==> config.mk <==
export PLATFORM = sky130hd
export DESIGN_NAME = mch_queue
export DESIGN_NICKNAME = d
export VERILOG_FILES = /design/src/rtl/core/mch_pkg.sv /design/src/rtl/core/mch_queue.sv
export SDC_FILE = /design/constraint.sdc
export NUM_CORES = 1
export LEC_CHECK = 0
export BUFFER_PORTS_ARGS = -buffer_cell sky130_fd_sc_hd__buf_2
export CAP_MARGIN = 5
export CORE_MARGIN = 2
export CORE_UTILIZATION = 45
export DETAILED_ROUTE_END_ITERATION = 8
export GPL_TIMING_DRIVEN = 0
export HOLD_SLACK_MARGIN = 0.12
export MAX_ROUTING_LAYER = met4
export PLACE_DENSITY = 0.73
export SYNTH_ARGS = -nofsm -noshare
export SYNTH_HDL_FRONTEND = slang
export SYNTH_SLANG_ARGS = --single-unit
export TNS_END_PERCENT = 1
==> constraint.sdc <==
create_clock -name clk -period 2.1 [get_ports clk]
set_clock_uncertainty 0.1 [all_clocks]
set_input_delay 0.105 -clock clk [delete_from_list [all_inputs] [get_ports clk]]
set_output_delay 0.105 -clock clk [all_outputs]
set_load 0.03 [all_outputs]
==> src/rtl/core/mch_pkg.sv <==
package mch_pkg;

  localparam int ID_W            = 30;
  localparam int CODE_W          = 10;
  localparam int PERIOD_W        = 16;
  localparam int OUT_COUNT_W     = 32;
  localparam int NUM_CODES_DEF   = 1024;
  localparam int COUNT_WIDTH_DEF = 32;
  localparam int QUEUE_DEPTH     = 2;
  localparam int PROD_W          = 62;
  localparam int SHIFT_W         = 6;

  localparam logic [ID_W-1:0] CODE_LIMIT = 30'd1000;
  localparam logic [ID_W-1:0] LIM_DIV100 = 30'd100000;
  localparam logic [ID_W-1:0] LIM_DIV1K  = 30'd1000000;

  localparam logic [31:0] RECIP_10   = 32'hCCCC_CCCD;
  localparam logic [31:0] RECIP_100  = 32'h51EB_851F;
  localparam logic [31:0] RECIP_1000 = 32'h1062_4DD3;

  localparam logic [SHIFT_W-1:0] SHIFT_10   = 6'd35;
  localparam logic [SHIFT_W-1:0] SHIFT_100  = 6'd37;
  localparam logic [SHIFT_W-1:0] SHIFT_1000 = 6'd38;

  localparam logic [PERIOD_W-1:0] PERIOD_RESET  = 16'd20;
  localparam logic [63:0]         OUT_COUNT_MAX = 64'h0000_0000_FFFF_FFFF;

  typedef logic [CODE_W-1:0] code_t;

  typedef struct packed {
    logic  valid;
    code_t code;
  } code_push_t;

  typedef struct packed {
    logic  avail;
    code_t code;
  } code_head_t;

endpackage

==> src/rtl/core/mch_queue.sv <==
module mch_queue (
  input  logic                clk,
  input  logic                rst,
  input  mch_pkg::code_push_t push,
  output logic                full,
  input  logic                pop,
  output mch_pkg::code_head_t head
);

  localparam int PW = (mch_pkg::QUEUE_DEPTH > 1) ? $clog2(mch_pkg::QUEUE_DEPTH) : 1;
  localparam int CW = $clog2(mch_pkg::QUEUE_DEPTH + 1);

  mch_pkg::code_t  slots [mch_pkg::QUEUE_DEPTH];
  logic [PW-1:0]   wr_ptr;
  logic [PW-1:0]   rd_ptr;
  logic [CW-1:0]   fill;
  logic            do_push;
  logic            do_pop;

  function automatic logic [PW-1:0] advance(input logic [PW-1:0] p);
    if (p == PW'(mch_pkg::QUEUE_DEPTH - 1)) begin
      return '0;
    end
    return p + 1'b1;
  endfunction

  assign full       = (fill == CW'(mch_pkg::QUEUE_DEPTH));
  assign head.avail = (fill != '0);
  assign head.code  = slots[rd_ptr];
  assign do_push    = push.valid & ~full;
  assign do_pop     = pop & head.avail;

  always_ff @(posedge clk) begin
    if (rst) begin
      wr_ptr <= '0;
      rd_ptr <= '0;
      fill   <= '0;
    end else begin
      if (do_push) begin
        wr_ptr <= advance(wr_ptr);
      end
      if (do_pop) begin
        rd_ptr <= advance(rd_ptr);
      end
      if (do_push && !do_pop) begin
        fill <= fill + 1'b1;
      end else if (do_pop && !do_push) begin
        fill <= fill - 1'b1;
      end
    end
    if (do_push) begin
      slots[wr_ptr] <= push.code;
    end
  end

endmodule

==> impl_metrics.csv <==
group,metric,value,unit
global_routing,grtUsageTotal,14.6,%
job,cap_violations,0,
sta,post-route-period-util,79.9,%
finish,diodes,0,
synthesis,synth_enable_flop_cells,20,
finish,syn_to_final_growth,34.8,%
synthesis,synth_most_common_cell,"edfxtp_1",
clocking,clk_latency,0.31,ns
setup_path,worst-path-stages,4,
sta,tightest_slew,0.495,ns
route,firstDrtPassIters,2,
clocking,root_buffer,"clkbuf_4",
global_routing,grt_pass1_vias,632,
synthesis,synth_top_area_share,64.0,%
sta,setup_viol,0,
sta,fin_crit,1.68,ns
setup_path,r2r-start,"fill[0]",
synthesis,async_reset_ff_share,0,%
power_and_ir_drop,sw_frac_of_total,35.6,%
clocking,cts_made_buffers,3,
floorplanning,die_h,49.7,µm
floorplanning,chipWidth,49.7,µm
power_and_ir_drop,powerDensity,1130,mW/mm²
power_and_ir_drop,p_clk_share,14.4,%
power_and_ir_drop,finalPower,1.43,mW
floorplanning,initial_utilization,47.8,%
placed_design,gp_congestion,0.670,
global_routing,grt_util_met3,3.64,%
synthesis,ys_ff_latch,25,
synthesis,ys_seq_area_share,74.7,%
placed_design,io_buffers,25,
synthesis,synth_cell_types,14,
synthesis,synth_area_per_cell,16.8,µm²
hold_path,hold_path.class,"flip-flop to flip-flop",
synthesis,syn_area,938,µm²
power_and_ir_drop,seq_power_share,46.6,%
power_and_ir_drop,combPwrFrac,39.1,%
hold_path,hold_path_end,"wr_ptr",
setup_path,endpoint_kind,"flip-flop",
sta,fmax,596,MHz
global_routing,grt_util_met1,12.8,%
synthesis,syn_nets,71,
finish,final_util,64.5,%
power_and_ir_drop,vdd_drop_max,768,µV
setup_path,crit_family,"buffers and inverters",
synthesis,synth_area_leader_cell,"edfxtp_1",
placed_design,placed_area,0.00110,mm²
route,route.detailed.drc,0,
setup_path,critPathMaxStageDelay,0.54,ns
setup_path,crit_start,"fill[0]",
setup_path,arrival,1.79,ns
global_routing,met2_usage,27.1,%
sta,final_hold_viol_count,0,
finish,fin_nets,115,
route,dr_total_vias,589,
setup_path,cp.required,2.22,ns
power_and_ir_drop,power_switching,0.509,mW
floorplanning,die_area,0.00247,mm²
setup_path,crit_buf_inv,1,
setup_path,cp_max_fo,5,
setup_path,r2r_slack,0.42,ns
sta,slew_violations,0,
route,antenna_left,0,
route,totalWireLength,1510,µm
global_routing,grt_antenna_before_repair,0,
global_routing,busiest_layer,"met2",
synthesis,synth_area_leaders,"edfxtp_1, mux2_2, dfxtp_1",
sta,rsz0062_at_grt,"no",
clocking,cts.clk_slew.worst_paths,0.13,ns
hold_path,holdCritStartpoint,"wr_ptr",
synthesis,yosysWarnings,0,
finish,drive_above_1_share,42.4,%
clocking,clock_path_buffers,2,
finish,fin_area,0.00126,mm²
route,wl_per_cell,12.0,µm
route,avgViaCountPerCell,4.67,
synthesis,synth_common_cells,"edfxtp_1, mux2_2, dfxtp_1",
power_and_ir_drop,power.leakage,0.510,nW
placed_design,dp_cells,108,
synthesis,synth_ff_type,"edfxtp_1",
clocking,htree_levels,1,
floorplanning,io_pins,26,
floorplanning,core_area,0.00196,mm²
finish,fin_cells,126,
sta,max_slew_margin,67.0,%
setup_path,start_kind,"flip-flop",
clocking,cts_tree,"built",
setup_path,path_cells,"o21ai_0, xor2_1, nor2_1, dlygate4sd3_1",
global_routing,grt_overflow,0,
route,drt_iter0_drc,4,
clocking,cts_sinks,25,
global_routing,grt_max_degree,15,
setup_path,ff2ff_path_depth,4,
power_and_ir_drop,p_int,0.922,mW
synthesis,syn_inst,56,
hold_path,min_path_cells,2,
setup_path,critPathSlowestCell,"dlygate4sd3_1",
clocking,post_cts_buffers,0,
outcome,status,"completed",
sta,setup-tns-final,0,ns
global_routing,grt_pass1_wl,2520,µm
placed_design,dpl.hpwl,979,µm
setup_path,worstSetupPathType,"flip-flop to flip-flop",
floorplanning,row_count,16,
## cell families (layout without fill, tap and decap cells)
family / after synthesis / after routing / synth area share (%)
AOI/OAI and AO/OA: 5 / 5 / 2.67
buffers and inverters: 3 / 46 / 1.33
DFF: 25 / 25 / 74.7
and+or+nand+nor: 9 / 9 / 5.20
xor gates and xnor gates: 3 / 3 / 2.80
muxes: 10 / 10 / 12.0
adders and majority gates: 1 / 1 / 1.33
## layout by cell type, fill, tap and decap left out
master         Yosys  routed
a21oi_1            2       2
dlygate4sd3_1      0      14
nor2_1             4       4
inv_1              2       2
nor2b_2            1       1
buf_2              1      26
and2_1             1       1
ha_1               1       1
clkinv_2           0       1
clkbuf_4           0       3
or2_2              1       1
or3_1              2       2
xor2_1             3       3
o21ai_0            3       3
edfxtp_1          20      20
mux2_2            10      10
dfxtp_1            5       5
## registers in the layout (all words and copies together) (netlist names), named ones only
name    cells
wr_ptr      1
slots      20
rd_ptr      1
fill        2
## cell type report
cell class / instances / area, µm²
plain buffers: 1 / 5.00
clock buffers: 3 / 22.5
clock inverters: 1 / 5.00
fillers: 180 / 697
inverters: 2 / 7.51
multi-input cells: 28 / 225
flip-flops and latches: 25 / 701
well taps: 27 / 33.8
repair buffers: 39 / 265
## layer usage
| layer | share of wire [%] | wire, µm | up-vias |
|---|---|---|---|
| met4 | 2.1 | 32 | 0 |
| met2 | 53 | 805 | 17 |
| met5 | 0 | 0 | - |
| met1 | 40 | 605 | 279 |
| li1 | - | - | 289 |
| met3 | 4.5 | 68 | 4 |
## how the worst max path moves through the flow
stage             endpoint
3_5_place_dp       fill[1]
3_3_place_gp   slots[0][5]
2_1_floorplan      fill[1]
4_1_cts          flip-flop
5_1_grt          flip-flop
6_report         flip-flop
## what timing repair did
action                                 CTS  global route
hold buffers                            14             0
resized for setup                        0             0
endpoints found under the hold margin   25             0
## worst reg2reg max path: stages, from the launching register on
cell and delay [ns]:
dfxtp_1 0.38, o21ai_0 0.31, xor2_1 0.21, nor2_1 0.05, dlygate4sd3_1 0.54
## power by group through the flow
stage / logic [mW] / clock network (mW) / registers [mW]
floorplan: 0.412 / 0 / 0.667
global placement: 0.523 / 0 / 0.672
detailed placement: 0.535 / 0 / 0.678
CTS: 0.565 / 0.214 / 0.667
global route: 0.603 / 0.229 / 0.677
finish: 0.559 / 0.205 / 0.667
## stage by stage
stage | hold slack [ns] | setup WS (ns)
finish | 0.407 | 0.422
global route | 0.409 | 0.305
CTS | 0.394 | 0.419
detailed placement | 0.199 | 0.445
global placement | 0.193 | 0.507
floorplan | 0.0741 | 0.360
(Power assumes the default switching activity.)
