$ cat src/rtl/core/mch_pkg.sv
package mch_pkg;

  localparam int ID_W            = 30;
  localparam int CODE_W          = 10;
  localparam int PERIOD_W        = 16;
  localparam int OUT_COUNT_W     = 32;
  localparam int NUM_CODES_DEF   = 1024;
  localparam int COUNT_WIDTH_DEF = 32;
  localparam int QUEUE_DEPTH     = 2;
  localparam int PROD_W          = 62;
  localparam int SHIFT_W         = 6;

  localparam logic [ID_W-1:0] CODE_LIMIT = 30'd1000;
  localparam logic [ID_W-1:0] LIM_DIV100 = 30'd100000;
  localparam logic [ID_W-1:0] LIM_DIV1K  = 30'd1000000;

  localparam logic [31:0] RECIP_10   = 32'hCCCC_CCCD;
  localparam logic [31:0] RECIP_100  = 32'h51EB_851F;
  localparam logic [31:0] RECIP_1000 = 32'h1062_4DD3;

  localparam logic [SHIFT_W-1:0] SHIFT_10   = 6'd35;
  localparam logic [SHIFT_W-1:0] SHIFT_100  = 6'd37;
  localparam logic [SHIFT_W-1:0] SHIFT_1000 = 6'd38;

  localparam logic [PERIOD_W-1:0] PERIOD_RESET  = 16'd20;
  localparam logic [63:0]         OUT_COUNT_MAX = 64'h0000_0000_FFFF_FFFF;

  typedef logic [CODE_W-1:0] code_t;

  typedef struct packed {
    logic  valid;
    code_t code;
  } code_push_t;

  typedef struct packed {
    logic  avail;
    code_t code;
  } code_head_t;

endpackage

$ cat src/rtl/core/mch_front.sv
module mch_front (
  input  logic                         clk,
  input  logic                         rst,
  input  logic                         hold,
  input  logic                         in_valid,
  output logic                         in_stall,
  input  logic [mch_pkg::ID_W-1:0]     vessel_id,
  input  logic                         queue_full,
  output mch_pkg::code_push_t          push
);

  logic                          busy;
  logic                          busy_next;
  logic [mch_pkg::ID_W-1:0]      value;
  logic [mch_pkg::ID_W-1:0]      value_next;
  logic [31:0]                   recip;
  logic [mch_pkg::SHIFT_W-1:0]   shift;
  logic [mch_pkg::PROD_W-1:0]    prod;
  logic                          accept;
  logic                          done;

  assign in_stall = busy | hold;
  assign accept   = in_valid & ~in_stall;
  assign done     = busy & (value < mch_pkg::CODE_LIMIT);

  assign push.valid = done & ~queue_full;
  assign push.code  = mch_pkg::CODE_W'(value);

  always_comb begin
    if (value >= mch_pkg::LIM_DIV1K) begin
      recip = mch_pkg::RECIP_1000;
      shift = mch_pkg::SHIFT_1000;
    end else if (value >= mch_pkg::LIM_DIV100) begin
      recip = mch_pkg::RECIP_100;
      shift = mch_pkg::SHIFT_100;
    end else begin
      recip = mch_pkg::RECIP_10;
      shift = mch_pkg::SHIFT_10;
    end
    prod = mch_pkg::PROD_W'(value) * mch_pkg::PROD_W'(recip);
  end

  always_comb begin
    busy_next  = busy;
    value_next = value;
    if (accept) begin
      busy_next  = 1'b1;
      value_next = vessel_id;
    end else if (push.valid) begin
      busy_next = 1'b0;
    end else if (busy && !done) begin
      value_next = mch_pkg::ID_W'(prod >> shift);
    end
  end

  always_ff @(posedge clk) begin
    if (rst) begin
      busy <= 1'b0;
    end else begin
      busy <= busy_next;
    end
    value <= value_next;
  end

endmodule

$ cat config.mk
export PLATFORM = sky130hd
export DESIGN_NAME = mch_front
export DESIGN_NICKNAME = d
export VERILOG_FILES = /design/src/rtl/core/mch_pkg.sv /design/src/rtl/core/mch_front.sv
export SDC_FILE = /design/constraint.sdc
export NUM_CORES = 1
export LEC_CHECK = 0
export BUFFER_PORTS_ARGS = -buffer_cell sky130_fd_sc_hd__buf_4
export CAP_MARGIN = 10
export CORE_ASPECT_RATIO = 1.2
export CORE_UTILIZATION = 35
export DETAILED_ROUTE_END_ITERATION = 7
export PLACE_DENSITY_LB_ADDON = 0.2
export SYNTH_ARGS = -nofsm -noshare
export SYNTH_HDL_FRONTEND = slang
export SYNTH_SLANG_ARGS = --single-unit
$ cat constraint.sdc
create_clock -name clk -period 9.5 [get_ports clk]
set_input_delay 1.9 -clock clk [delete_from_list [all_inputs] [get_ports clk]]
set_output_delay 1.9 -clock clk [all_outputs]
set_load 0.1 [all_outputs]
==> results of run 1 <==
-- per-layer routing --
metal / GRT usage, % / up-vias / part of all wire, % / routed length, um
met4: 6.25 / 2 / 3.4 / 2780
li1: - / 8765 / - / -
met3: 2.18 / 104 / 4.1 / 3300
met2: 40.1 / 429 / 51 / 41100
met1: 28.3 / 9417 / 42 / 33600
met5: 0 / - / 0.016 / 13
-- synth_stat cells, types with 9 or more instances --
cell type / count
sky130_fd_sc_hd__a21o_1: 22
sky130_fd_sc_hd__a21oi_1: 93
sky130_fd_sc_hd__a221oi_1: 10
sky130_fd_sc_hd__a31oi_1: 13
sky130_fd_sc_hd__and2_1: 14
sky130_fd_sc_hd__and3_1: 12
sky130_fd_sc_hd__buf_4: 10
sky130_fd_sc_hd__clkbuf_1: 59
sky130_fd_sc_hd__edfxtp_1: 30
sky130_fd_sc_hd__fa_1: 625
sky130_fd_sc_hd__ha_1: 437
sky130_fd_sc_hd__inv_1: 934
sky130_fd_sc_hd__nand2_1: 128
sky130_fd_sc_hd__nand3_1: 9
sky130_fd_sc_hd__nand4_1: 31
sky130_fd_sc_hd__nor2_1: 113
sky130_fd_sc_hd__nor3_1: 17
sky130_fd_sc_hd__nor4_1: 12
sky130_fd_sc_hd__o211ai_1: 11
sky130_fd_sc_hd__o21a_1: 9
sky130_fd_sc_hd__o21ai_0: 48
sky130_fd_sc_hd__xnor2_1: 21
sky130_fd_sc_hd__xor2_1: 10
-- sequential cells by signal, indices dropped and copies added, names as in the netlist --
name and flops:
busy 1, value 30
-- critical path: cells and delay by family (launching register included) --
family	cells	cell delay [ps]
xor gates and xnor gates	1	200
AOI/OAI and AO/OA	7	1270
and+or+nand+nor	7	1720
buffers and inverters	8	1040
DFF	1	440
adders and majority gates	9	4160
-- timing repair --
item                                    in CTS  in global routing
endpoints found under the setup margin       0                 22
buffers inserted                             0                  1
resized for setup                            0                 26
hold endpoints to repair                     0                  0
hold buffers                                 0                  0
-- logic make-up (layout without fill, tap and decap cells) --
kind of cell | Yosys count | after routing
and+or+nand+nor | 359 | 359
DFF | 31 | 31
adders and majority gates | 1062 | 1062
other | 2 | 134
muxes | 4 | 4
buffers and inverters | 1005 | 1137
xor gates and xnor gates | 31 | 31
AOI/OAI and AO/OA | 281 | 281
-- final cells by class --
type / instances / area, sq um
antenna: 2 / 5.00
clock buffer: 5 / 125
clock inverter: 3 / 15.0
fill: 7691 / 45200
inverter: 934 / 3510
multi-input combinational: 1869 / 22400
sequential: 31 / 921
tap: 1008 / 1260
timing repair buffer: 195 / 1510
-- how the worst max path moves through the flow --
| stage | slack [ps] | cells past startpoint | to |
|---|---|---|---|
| 2_1_floorplan | 620 | 32 | value[19]$_DFFE_PP_ |
| 3_3_place_gp | 260 | 31 | value[22]$_DFFE_PP_ |
| 3_5_place_dp | 250 | 29 | value[17]$_DFFE_PP_ |
| 4_1_cts | 200 | 32 | value[22]$_DFFE_PP_ |
| 5_1_grt | -40 | 33 | value[16]$_DFFE_PP_ |
| 6_report | 380 | 32 | value[6]$_DFFE_PP_ |
-- per-stage QoR --
step	hold slack [ps]	setup TNS, ps	util [%]	cells	instance area [sq um]
3_5_place_dp	593	0	39.3	4036	29500
3_3_place_gp	598	0	39.3	4036	29500
2_1_floorplan	458	0	-	2905	27000
5_1_grt	607	-112	39.7	4045	29800
6_report	591	0	39.7	4047	29800
4_1_cts	603	0	39.5	4044	29600
==> summary.md, run 1 <==
| Metric | Value |
|---|---|
| Outcome | `completed` |
| Number of clock sinks | `31` |
| Crit path time final | `9120 ps` |
| Most common cell type on the critical path | `sky130_fd_sc_hd__fa_1` |
| Routed wirelength normalized by instance count | `20.0 um` |
| Setup slack, reg-to-reg | `380 ps` |
| Gate count of the mapped netlist | `2775` |
| Final HPWL DP | `74.4 mm` |
| Initial standard-cell utilization of the core | `35.4%` |
| Final routed DRC violation total | `0` |
| Share of the synthesized area in the top cell type | `47.2%` |
| Synth warn | `0` |
| Remaining global-route overflow | `0` |
| Via count of the routed design | `18700` |
| Peak per-stage delay on the critical path | `540 ps` |
| Port Buffer Count | `46` |
| Total iterations of the first detailed-routing run | `5` |
| Weighted congestion at the end of routability-driven global placement | `0.975` |
| Top library cells by usage in the layout, fill and taps aside | `933 x sky130_fd_sc_hd__inv_1, 625 x sky130_fd_sc_hd__fa_1, 437 x sky130_fd_sc_hd__ha_1, 191 x sky130_fd_sc_hd__buf_4, 132 x sky130_fd_sc_hd__conb_1` |
| Relative slew margins | `50.2%` |
| Ports | `47` |
| Post-detailed-route via-to-cell ratio | `4.62` |
| Final Hold Fails | `0` |
| Crit end category | `flip-flop` |
| Worst Setup Path Type | `flip-flop to flip-flop` |
| Proportion of layout cells with a drive suffix above 1 | `7.94%` |
| Cells taking the most area after synthesis | `sky130_fd_sc_hd__fa_1 47%, sky130_fd_sc_hd__ha_1 21%, sky130_fd_sc_hd__inv_1 13%, sky130_fd_sc_hd__edfxtp_1 3.4%, sky130_fd_sc_hd__nand2_1 1.8%` |
| Clock buffer count from CTS | `5` |
| XOR/XNOR Fraction of Synth Area | `1.02%` |
| H-tree lvl count | `2` |
| Max_cap viols | `0` |
| Die boundary width | `253 um` |
| Unrepaired setup endpoints after global routing | `true` |
| #FFs+latches synth | `31` |
| Required time of the critical path | `9520 ps` |
| Vertical die dimension | `304 um` |
| Number of global-route vias before repair | `20700` |
| Portion of the post-synthesis area used by sequential elements | `3.47%` |
| Compound-Gate Fraction of Synth Area | `6.98%` |
| Hold/Removal Path Class | `flip-flop to flip-flop` |
| Critical hold path startpoint | `busy$_SDFFE_PP0P_` |
| Launch point of the worst reg-to-reg path | `value[27]$_DFFE_PP_` |
| Die footprint | `76900 sq um` |
| Fmax | `110 MHz` |
| Fin nets | `4133` |
| Signed area change from the synthesized netlist to the final layout | `12.2%` |
| Worst Max-Slew Pin Slew | `744 ps` |
| Combinational family with the most area after synthesis | `adder cells` |
| Clock tree from TritonCTS | `yes` |
| Maximum number of pins on one net before global-route repair | `38` |
| Hold depth | `2` |
| Area fraction in and, or, nand and nor cells after synthesis | `6.21%` |
| Adder-cell share of the synthesized area | `67.8%` |
| Count of unique library cells instantiated by Yosys | `71` |
| Clock skew after layout | `2.48 ps` |
| Number of enable-type register cells in the synthesized netlist | `30` |
| Clock insertion delay at the later pin of the skew report | `280 ps` |
| Leading register cell type out of synthesis | `sky130_fd_sc_hd__edfxtp_1` |
| Final setup fails | `0` |
| Antenna violation net count after detailed routing | `0` |
| CP max FO | `20` |
| Core Rows | `110` |
| Fin. max-slew vios | `0` |
| DR iter-0 viols | `879` |
| Worst EP arrival | `9140 ps` |
| Crit path launch type | `flip-flop` |
| Worst flop-to-flop path endpoint | `value[6]$_DFFE_PP_` |
| Final worst setup slack | `381 ps` |
| Library cell occupying the most area in the post-synthesis netlist | `sky130_fd_sc_hd__fa_1` |
| Async SR Flop Fraction | `0%` |
| Number of antenna violations at the first check in global routing | `1` |
| Placement-stage worst setup slack | `249 ps` |
| Max Buffers Root-to-Sink | `2` |
| Synth Cell Area | `26500 sq um` |
| Placeable Area | `75000 sq um` |
| Fin crit share | `96.0%` |
| Most frequent standard cell in the layout excluding fill and tap cells | `sky130_fd_sc_hd__inv_1` |
| Clk pin slew, worst setup/hold paths | `50 ps` |
| First-pass GRT wire length | `126 mm` |
| End point of the worst hold path | `busy$_SDFFE_PP0P_` |
| Worst Reg2Reg Path Length in Cells | `32` |
| Cell with the largest stage delay on the worst path | `sky130_fd_sc_hd__fa_1` |
| Routed Wire Length | `80.8 mm` |
| Crit. Startpoint | `value[27]$_DFFE_PP_` |
| Portion of netlist area occupied by mux cells | `0.156%` |
| Global router's overall resource usage | `22.3%` |
| Buffer cell driving the clock tree root | `sky130_fd_sc_hd__clkbuf_16` |
| Average cell area after synthesis | `9.56 sq um` |
Power of run 1 is not shown: default switching activity piles up to over one toggle a cycle in this logic, so the estimate is an artifact.
==> inputs of run 2 (changes only) <==
GPL_TIMING_DRIVEN = 0   (was unset)
==> run 2 against run 1 <==
  * Routed wire length up 7.6%
  * Maximum frequency down 2.0%
  * Global-route usage up 1.3 points
  * Cell area up 2.4%
  * Critical path type unchanged
  * Sequential share of layout area down 0.071 points
  * Register-to-register slack worse by 190 ps
==> summary.md, run 2 (same netlist as run 1, synthesis figures left out) <==
| Metric | Value |
|---|---|
| Peak per-stage delay on the critical path | `590 ps` |
| Final routed DRC violation total | `0` |
| Ports | `47` |
| Vertical die dimension | `304 um` |
| Max Buffers Root-to-Sink | `2` |
| Global router's overall resource usage | `23.6%` |
| Routed wirelength normalized by instance count | `21.4 um` |
| Worst EP arrival | `9390 ps` |
| Fin nets | `4151` |
| Maximum number of pins on one net before global-route repair | `17` |
| Buffering stage count on the worst path with inverters included | `7` |
| Initial standard-cell utilization of the core | `35.4%` |
| Family with the most delay on the worst path | `adder cells` |
| Die footprint | `76900 sq um` |
| Number of clock sinks | `31` |
| Post-detailed-placement cell area | `28700 sq um` |
| Final worst setup slack | `191 ps` |
| Fin util | `40.6%` |
| Signed area change from the synthesized netlist to the final layout | `14.8%` |
| Final instance area | `30500 sq um` |
| Clock buffer count from CTS | `5` |
| Placeable Area | `75000 sq um` |
| Hold/Removal Path Class | `flip-flop to flip-flop` |
| Fin crit share | `98.0%` |
| Total iterations of the first detailed-routing run | `5` |
| Routed Wire Length | `86.9 mm` |
| Die boundary width | `253 um` |
| Clock insertion delay at the later pin of the skew report | `290 ps` |
| Buffer cell driving the clock tree root | `sky130_fd_sc_hd__clkbuf_16` |
| Proportion of layout cells with a drive suffix above 1 | `10.5%` |
| Final HPWL DP | `77.1 mm` |
| Clk pin slew, worst setup/hold paths | `60 ps` |
| Max_cap viols | `0` |
| Fin. max-slew vios | `0` |
| Finished Layout Cells | `4063` |
| Crit path time final | `9310 ps` |
| Hold buffers post-CTS | `0` |
| Dpl cells | `3960` |
| Largest reg by FF count | `value` |
| Final setup fails | `0` |
| Crit end category | `flip-flop` |
| Top library cells by usage in the layout, fill and taps aside | `919 x sky130_fd_sc_hd__inv_1, 620 x sky130_fd_sc_hd__fa_1, 425 x sky130_fd_sc_hd__ha_1, 154 x sky130_fd_sc_hd__buf_4, 132 x sky130_fd_sc_hd__conb_1` |
| Final Hold Fails | `0` |
| Worst Max-Slew Pin Slew | `1080 ps` |
| Most frequent standard cell in the layout excluding fill and tap cells | `sky130_fd_sc_hd__inv_1` |
| DR iter-0 viols | `1046` |
| Crit path launch type | `flip-flop` |
| H-tree lvl count | `2` |
| Cell with the largest stage delay on the worst path | `sky130_fd_sc_hd__fa_1` |
| Relative slew margins | `27.4%` |
| Remaining global-route overflow | `0` |
| Number of antenna violations at the first check in global routing | `2` |
| Outcome | `completed` |
| Filler cell count in the final layout | `7673` |
| Required time of the critical path | `9580 ps` |
| Core Rows | `110` |
| Via count of the routed design | `19200` |
| Worst Setup Path Type | `flip-flop to flip-flop` |
| Post-detailed-route via-to-cell ratio | `4.73` |
| Flip-flop count of the largest register after layout | `30` |
| Clock skew after layout | `4.50 ps` |
| First-pass GRT wire length | `131 mm` |
| Biggest regs | `value x30, busy x1` |
| CP max FO | `10` |
| Fmax | `107 MHz` |
| Most common cell type on the critical path | `sky130_fd_sc_hd__fa_1` |
| Number of global-route vias before repair | `20800` |
| Placement-stage worst setup slack | `-2440 ps` |
| Clock tree from TritonCTS | `yes` |
| Number of inserted diodes | `0` |
| Weighted congestion at the end of routability-driven global placement | `0.951` |
| Antenna violation net count after detailed routing | `0` |
| Port Buffer Count | `46` |
[run 2: cell count changes in the layout (fill, tap and decap cells not counted), sizes merged]
cell      before  now
buf          195  169
clkbuf         5   50
clkinvlp       1   13
diode          2    0
inv          934  921
[run 2: timing repair]
item | CTS | global route
endpoints found under the setup margin | 26 | 26
gates resized for setup | 120 | 111
pin swaps | 17 | 43
setup buffers | 64 | 37
[run 2: layer usage]
| layer | wire (um) | vias to the layer above | global-route usage, % |
|---|---|---|---|
| met5 | 19 | - | 0 |
| met3 | 3130 | 181 | 2.04 |
| met1 | 37400 | 9701 | 30.7 |
| met2 | 42300 | 521 | 40.4 |
| met4 | 4100 | 4 | 9.65 |
| li1 | - | 8822 | - |
[run 2: stage by stage]
step,TNS [ps],hold slack (ps)
after floorplan,0,458
final,0,593
after global routing,-52.3,607
after detailed placement,-55310,579
after global placement,-58060,569
after CTS,0,590
[run 2: layout make-up]
type / instances / area, sq um / area share (%)
plain buffers: 65 / 399 / 1.31
clock inverters: 2 / 7.51 / 0.0246
clock buffers: 6 / 129 / 0.423
well taps: 1008 / 1260 / 4.14
repair buffers: 148 / 1170 / 3.85
inverters: 934 / 3550 / 11.7
multi-input cells: 1869 / 23000 / 75.6
flip-flops and latches: 31 / 921 / 3.02
[run 2: final timing paths]
check                            from  slack (ps)  cells after the start             endpoint
hold / removal      busy$_SDFFE_PP0P_         590                      2    busy$_SDFFE_PP0P_
setup reg to reg  value[24]$_DFFE_PP_         190                     29  value[21]$_DFFE_PP_
hold reg to reg     busy$_SDFFE_PP0P_         590                      2    busy$_SDFFE_PP0P_
setup / recovery  value[24]$_DFFE_PP_         190                     29  value[21]$_DFFE_PP_
[run 2: worst register-to-register path, delay by kind of cell (launching register included)]
family	cells	cell delay (ps)
AOI/OAI and AO/OA	5	1450
xor gates and xnor gates	1	230
adders and majority gates	9	4590
buffers and inverters	7	640
DFF	1	530
and+or+nand+nor	7	1640
Power of run 2 is left out for the same reason.
==> inputs of run 3 (changes only) <==
REMOVE_ABC_BUFFERS = 1   (was unset)
==> run 3 against run 2 <==
  * Clock-buffer cell count up 2
  * Utilization down 0.74 points
  * Routed wire length down 6.8%
  * Largest cell class unchanged
  * Critical path depth down 1
  * Hold slack better by 28 ps
==> summary.md, run 3 (same netlist as run 1, synthesis figures left out) <==
| Metric | Value |
|---|---|
| Required time of the critical path | `9520 ps` |
| Top library cells by usage in the layout, fill and taps aside | `924 x sky130_fd_sc_hd__inv_1, 624 x sky130_fd_sc_hd__fa_1, 434 x sky130_fd_sc_hd__ha_1, 132 x sky130_fd_sc_hd__conb_1, 129 x sky130_fd_sc_hd__buf_4` |
| Worst EP arrival | `9300 ps` |
| Flip-flop count of the largest register after layout | `30` |
| Crit path launch type | `flip-flop` |
| Number of inserted diodes | `0` |
| Worst Setup Path Type | `flip-flop to flip-flop` |
| Routed wirelength normalized by instance count | `20.3 um` |
| Final HPWL DP | `70.6 mm` |
| Vertical die dimension | `304 um` |
| Placeable Area | `75000 sq um` |
| Post-detailed-route via-to-cell ratio | `4.70` |
| DR iter-0 viols | `1009` |
| Outcome | `completed` |
| Family with the most delay on the worst path | `adder cells` |
| Core Rows | `110` |
| Biggest regs | `value x30, busy x1` |
| Crit end category | `flip-flop` |
| H-tree lvl count | `2` |
| Final routed DRC violation total | `0` |
| Most common cell type on the critical path | `sky130_fd_sc_hd__fa_1` |
| Cell with the largest stage delay on the worst path | `sky130_fd_sc_hd__fa_1` |
| Clock insertion delay at the later pin of the skew report | `290 ps` |
| Final setup fails | `0` |
| Fin util | `39.9%` |
| CP max FO | `7` |
| First-pass GRT wire length | `124 mm` |
| Initial standard-cell utilization of the core | `35.4%` |
| Hold/Removal Path Class | `flip-flop to flip-flop` |
| Clk pin slew, worst setup/hold paths | `60 ps` |
| Weighted congestion at the end of routability-driven global placement | `0.958` |
| Ports | `47` |
| Crit path time final | `9280 ps` |
| Worst Max-Slew Pin Slew | `843 ps` |
| Total iterations of the first detailed-routing run | `5` |
| Number of clock sinks | `31` |
| Antenna violation net count after detailed routing | `0` |
| Buffer cell driving the clock tree root | `sky130_fd_sc_hd__clkbuf_16` |
| Clock skew after layout | `10.4 ps` |
| Fin. max-slew vios | `0` |
| Buffering stage count on the worst path with inverters included | `5` |
| Port Buffer Count | `46` |
| Proportion of layout cells with a drive suffix above 1 | `8.47%` |
| Unrepaired setup endpoints after global routing | `true` |
| Hold buffers post-CTS | `0` |
| Max Buffers Root-to-Sink | `2` |
| Number of antenna violations at the first check in global routing | `0` |
| Final Hold Fails | `0` |
| Fmax | `108 MHz` |
| Signed area change from the synthesized netlist to the final layout | `12.7%` |
| Number of global-route vias before repair | `20400` |
| Remaining global-route overflow | `0` |
| Clock buffer count from CTS | `5` |
| Fin nets | `4083` |
| Die boundary width | `253 um` |
| Most frequent standard cell in the layout excluding fill and tap cells | `sky130_fd_sc_hd__inv_1` |
| Clock tree from TritonCTS | `yes` |
| Maximum number of pins on one net before global-route repair | `32` |
| Max_cap viols | `0` |
| Via count of the routed design | `18800` |
| Routed Wire Length | `81.0 mm` |
| Relative slew margins | `43.6%` |
| Die footprint | `76900 sq um` |
| Global router's overall resource usage | `22.0%` |
| Largest reg by FF count | `value` |
| Fin crit share | `97.7%` |
| Peak per-stage delay on the critical path | `680 ps` |
[run 3: cell types whose count changed in the layout (fill, tap and decap cells not counted), moves of 6 or more]
cell,previous run,this run
sky130_fd_sc_hd__ha_4,8,2
sky130_fd_sc_hd__buf_4,154,129
sky130_fd_sc_hd__nor2_4,17,10
sky130_fd_sc_hd__ha_1,425,434
sky130_fd_sc_hd__a21oi_1,84,90
sky130_fd_sc_hd__nand2_1,115,123
sky130_fd_sc_hd__clkbuf_1,43,1
[run 3: per-layer routing]
metal / vias to the layer above / track usage [%] / wire length, um
met1: 9548 / 28.2 / 33400
li1: 8670 / - / -
met5: - / 0 / 0
met3: 118 / 1.25 / 2930
met2: 424 / 39.8 / 41200
met4: 0 / 6.65 / 3530
[run 3: worst min-delay path, delay by kind of cell (launching register included)]
family	cells	cell delay, ps
AO/OA/AOI/OAI	1	60
flip-flops	1	410
AND/OR/NAND/NOR	1	120
[run 3: cell type report]
cell class	count	area [sq um]
fillers	7634	45100
clock buffers	8	156
inverters	934	3540
multi-input cells	1871	22800
repair buffers	143	1240
flip-flops and latches	31	921
well taps	1008	1260
[run 3: what timing repair did]
action	4_1_cts	5_1_grt
resized for setup	54	59
gates cloned	1	2
buffers inserted	61	26
pin swaps	13	21
endpoints found under the setup margin	26	26
[run 3: per-stage QoR]
step                cell area (sq um)  hold WS, ps  instances  TNS [ps]  setup WS (ps)
detailed placement              28500          648       3897    -40270          -1810
global placement                28300          646       3888   -120520          -4830
global route                    29900          667       3995      -379          -74.1
CTS                             29400          659       3967         0           7.58
finish                          29900          621       3995         0            217
floorplan                       26700          458       2834     -8140           -487
[run 3: final timing paths]
path | startpoint | to | slack (ps) | depth (start not counted)
worst max register to register | value[24]$_DFFE_PP_ | value[17]$_DFFE_PP_ | 220 | 28
worst min register to register | busy$_SDFFE_PP0P_ | busy$_SDFFE_PP0P_ | 620 | 2
worst min-delay path | busy$_SDFFE_PP0P_ | busy$_SDFFE_PP0P_ | 620 | 2
worst max-delay path | value[24]$_DFFE_PP_ | value[17]$_DFFE_PP_ | 220 | 28
Power of run 3 is left out for the same reason.
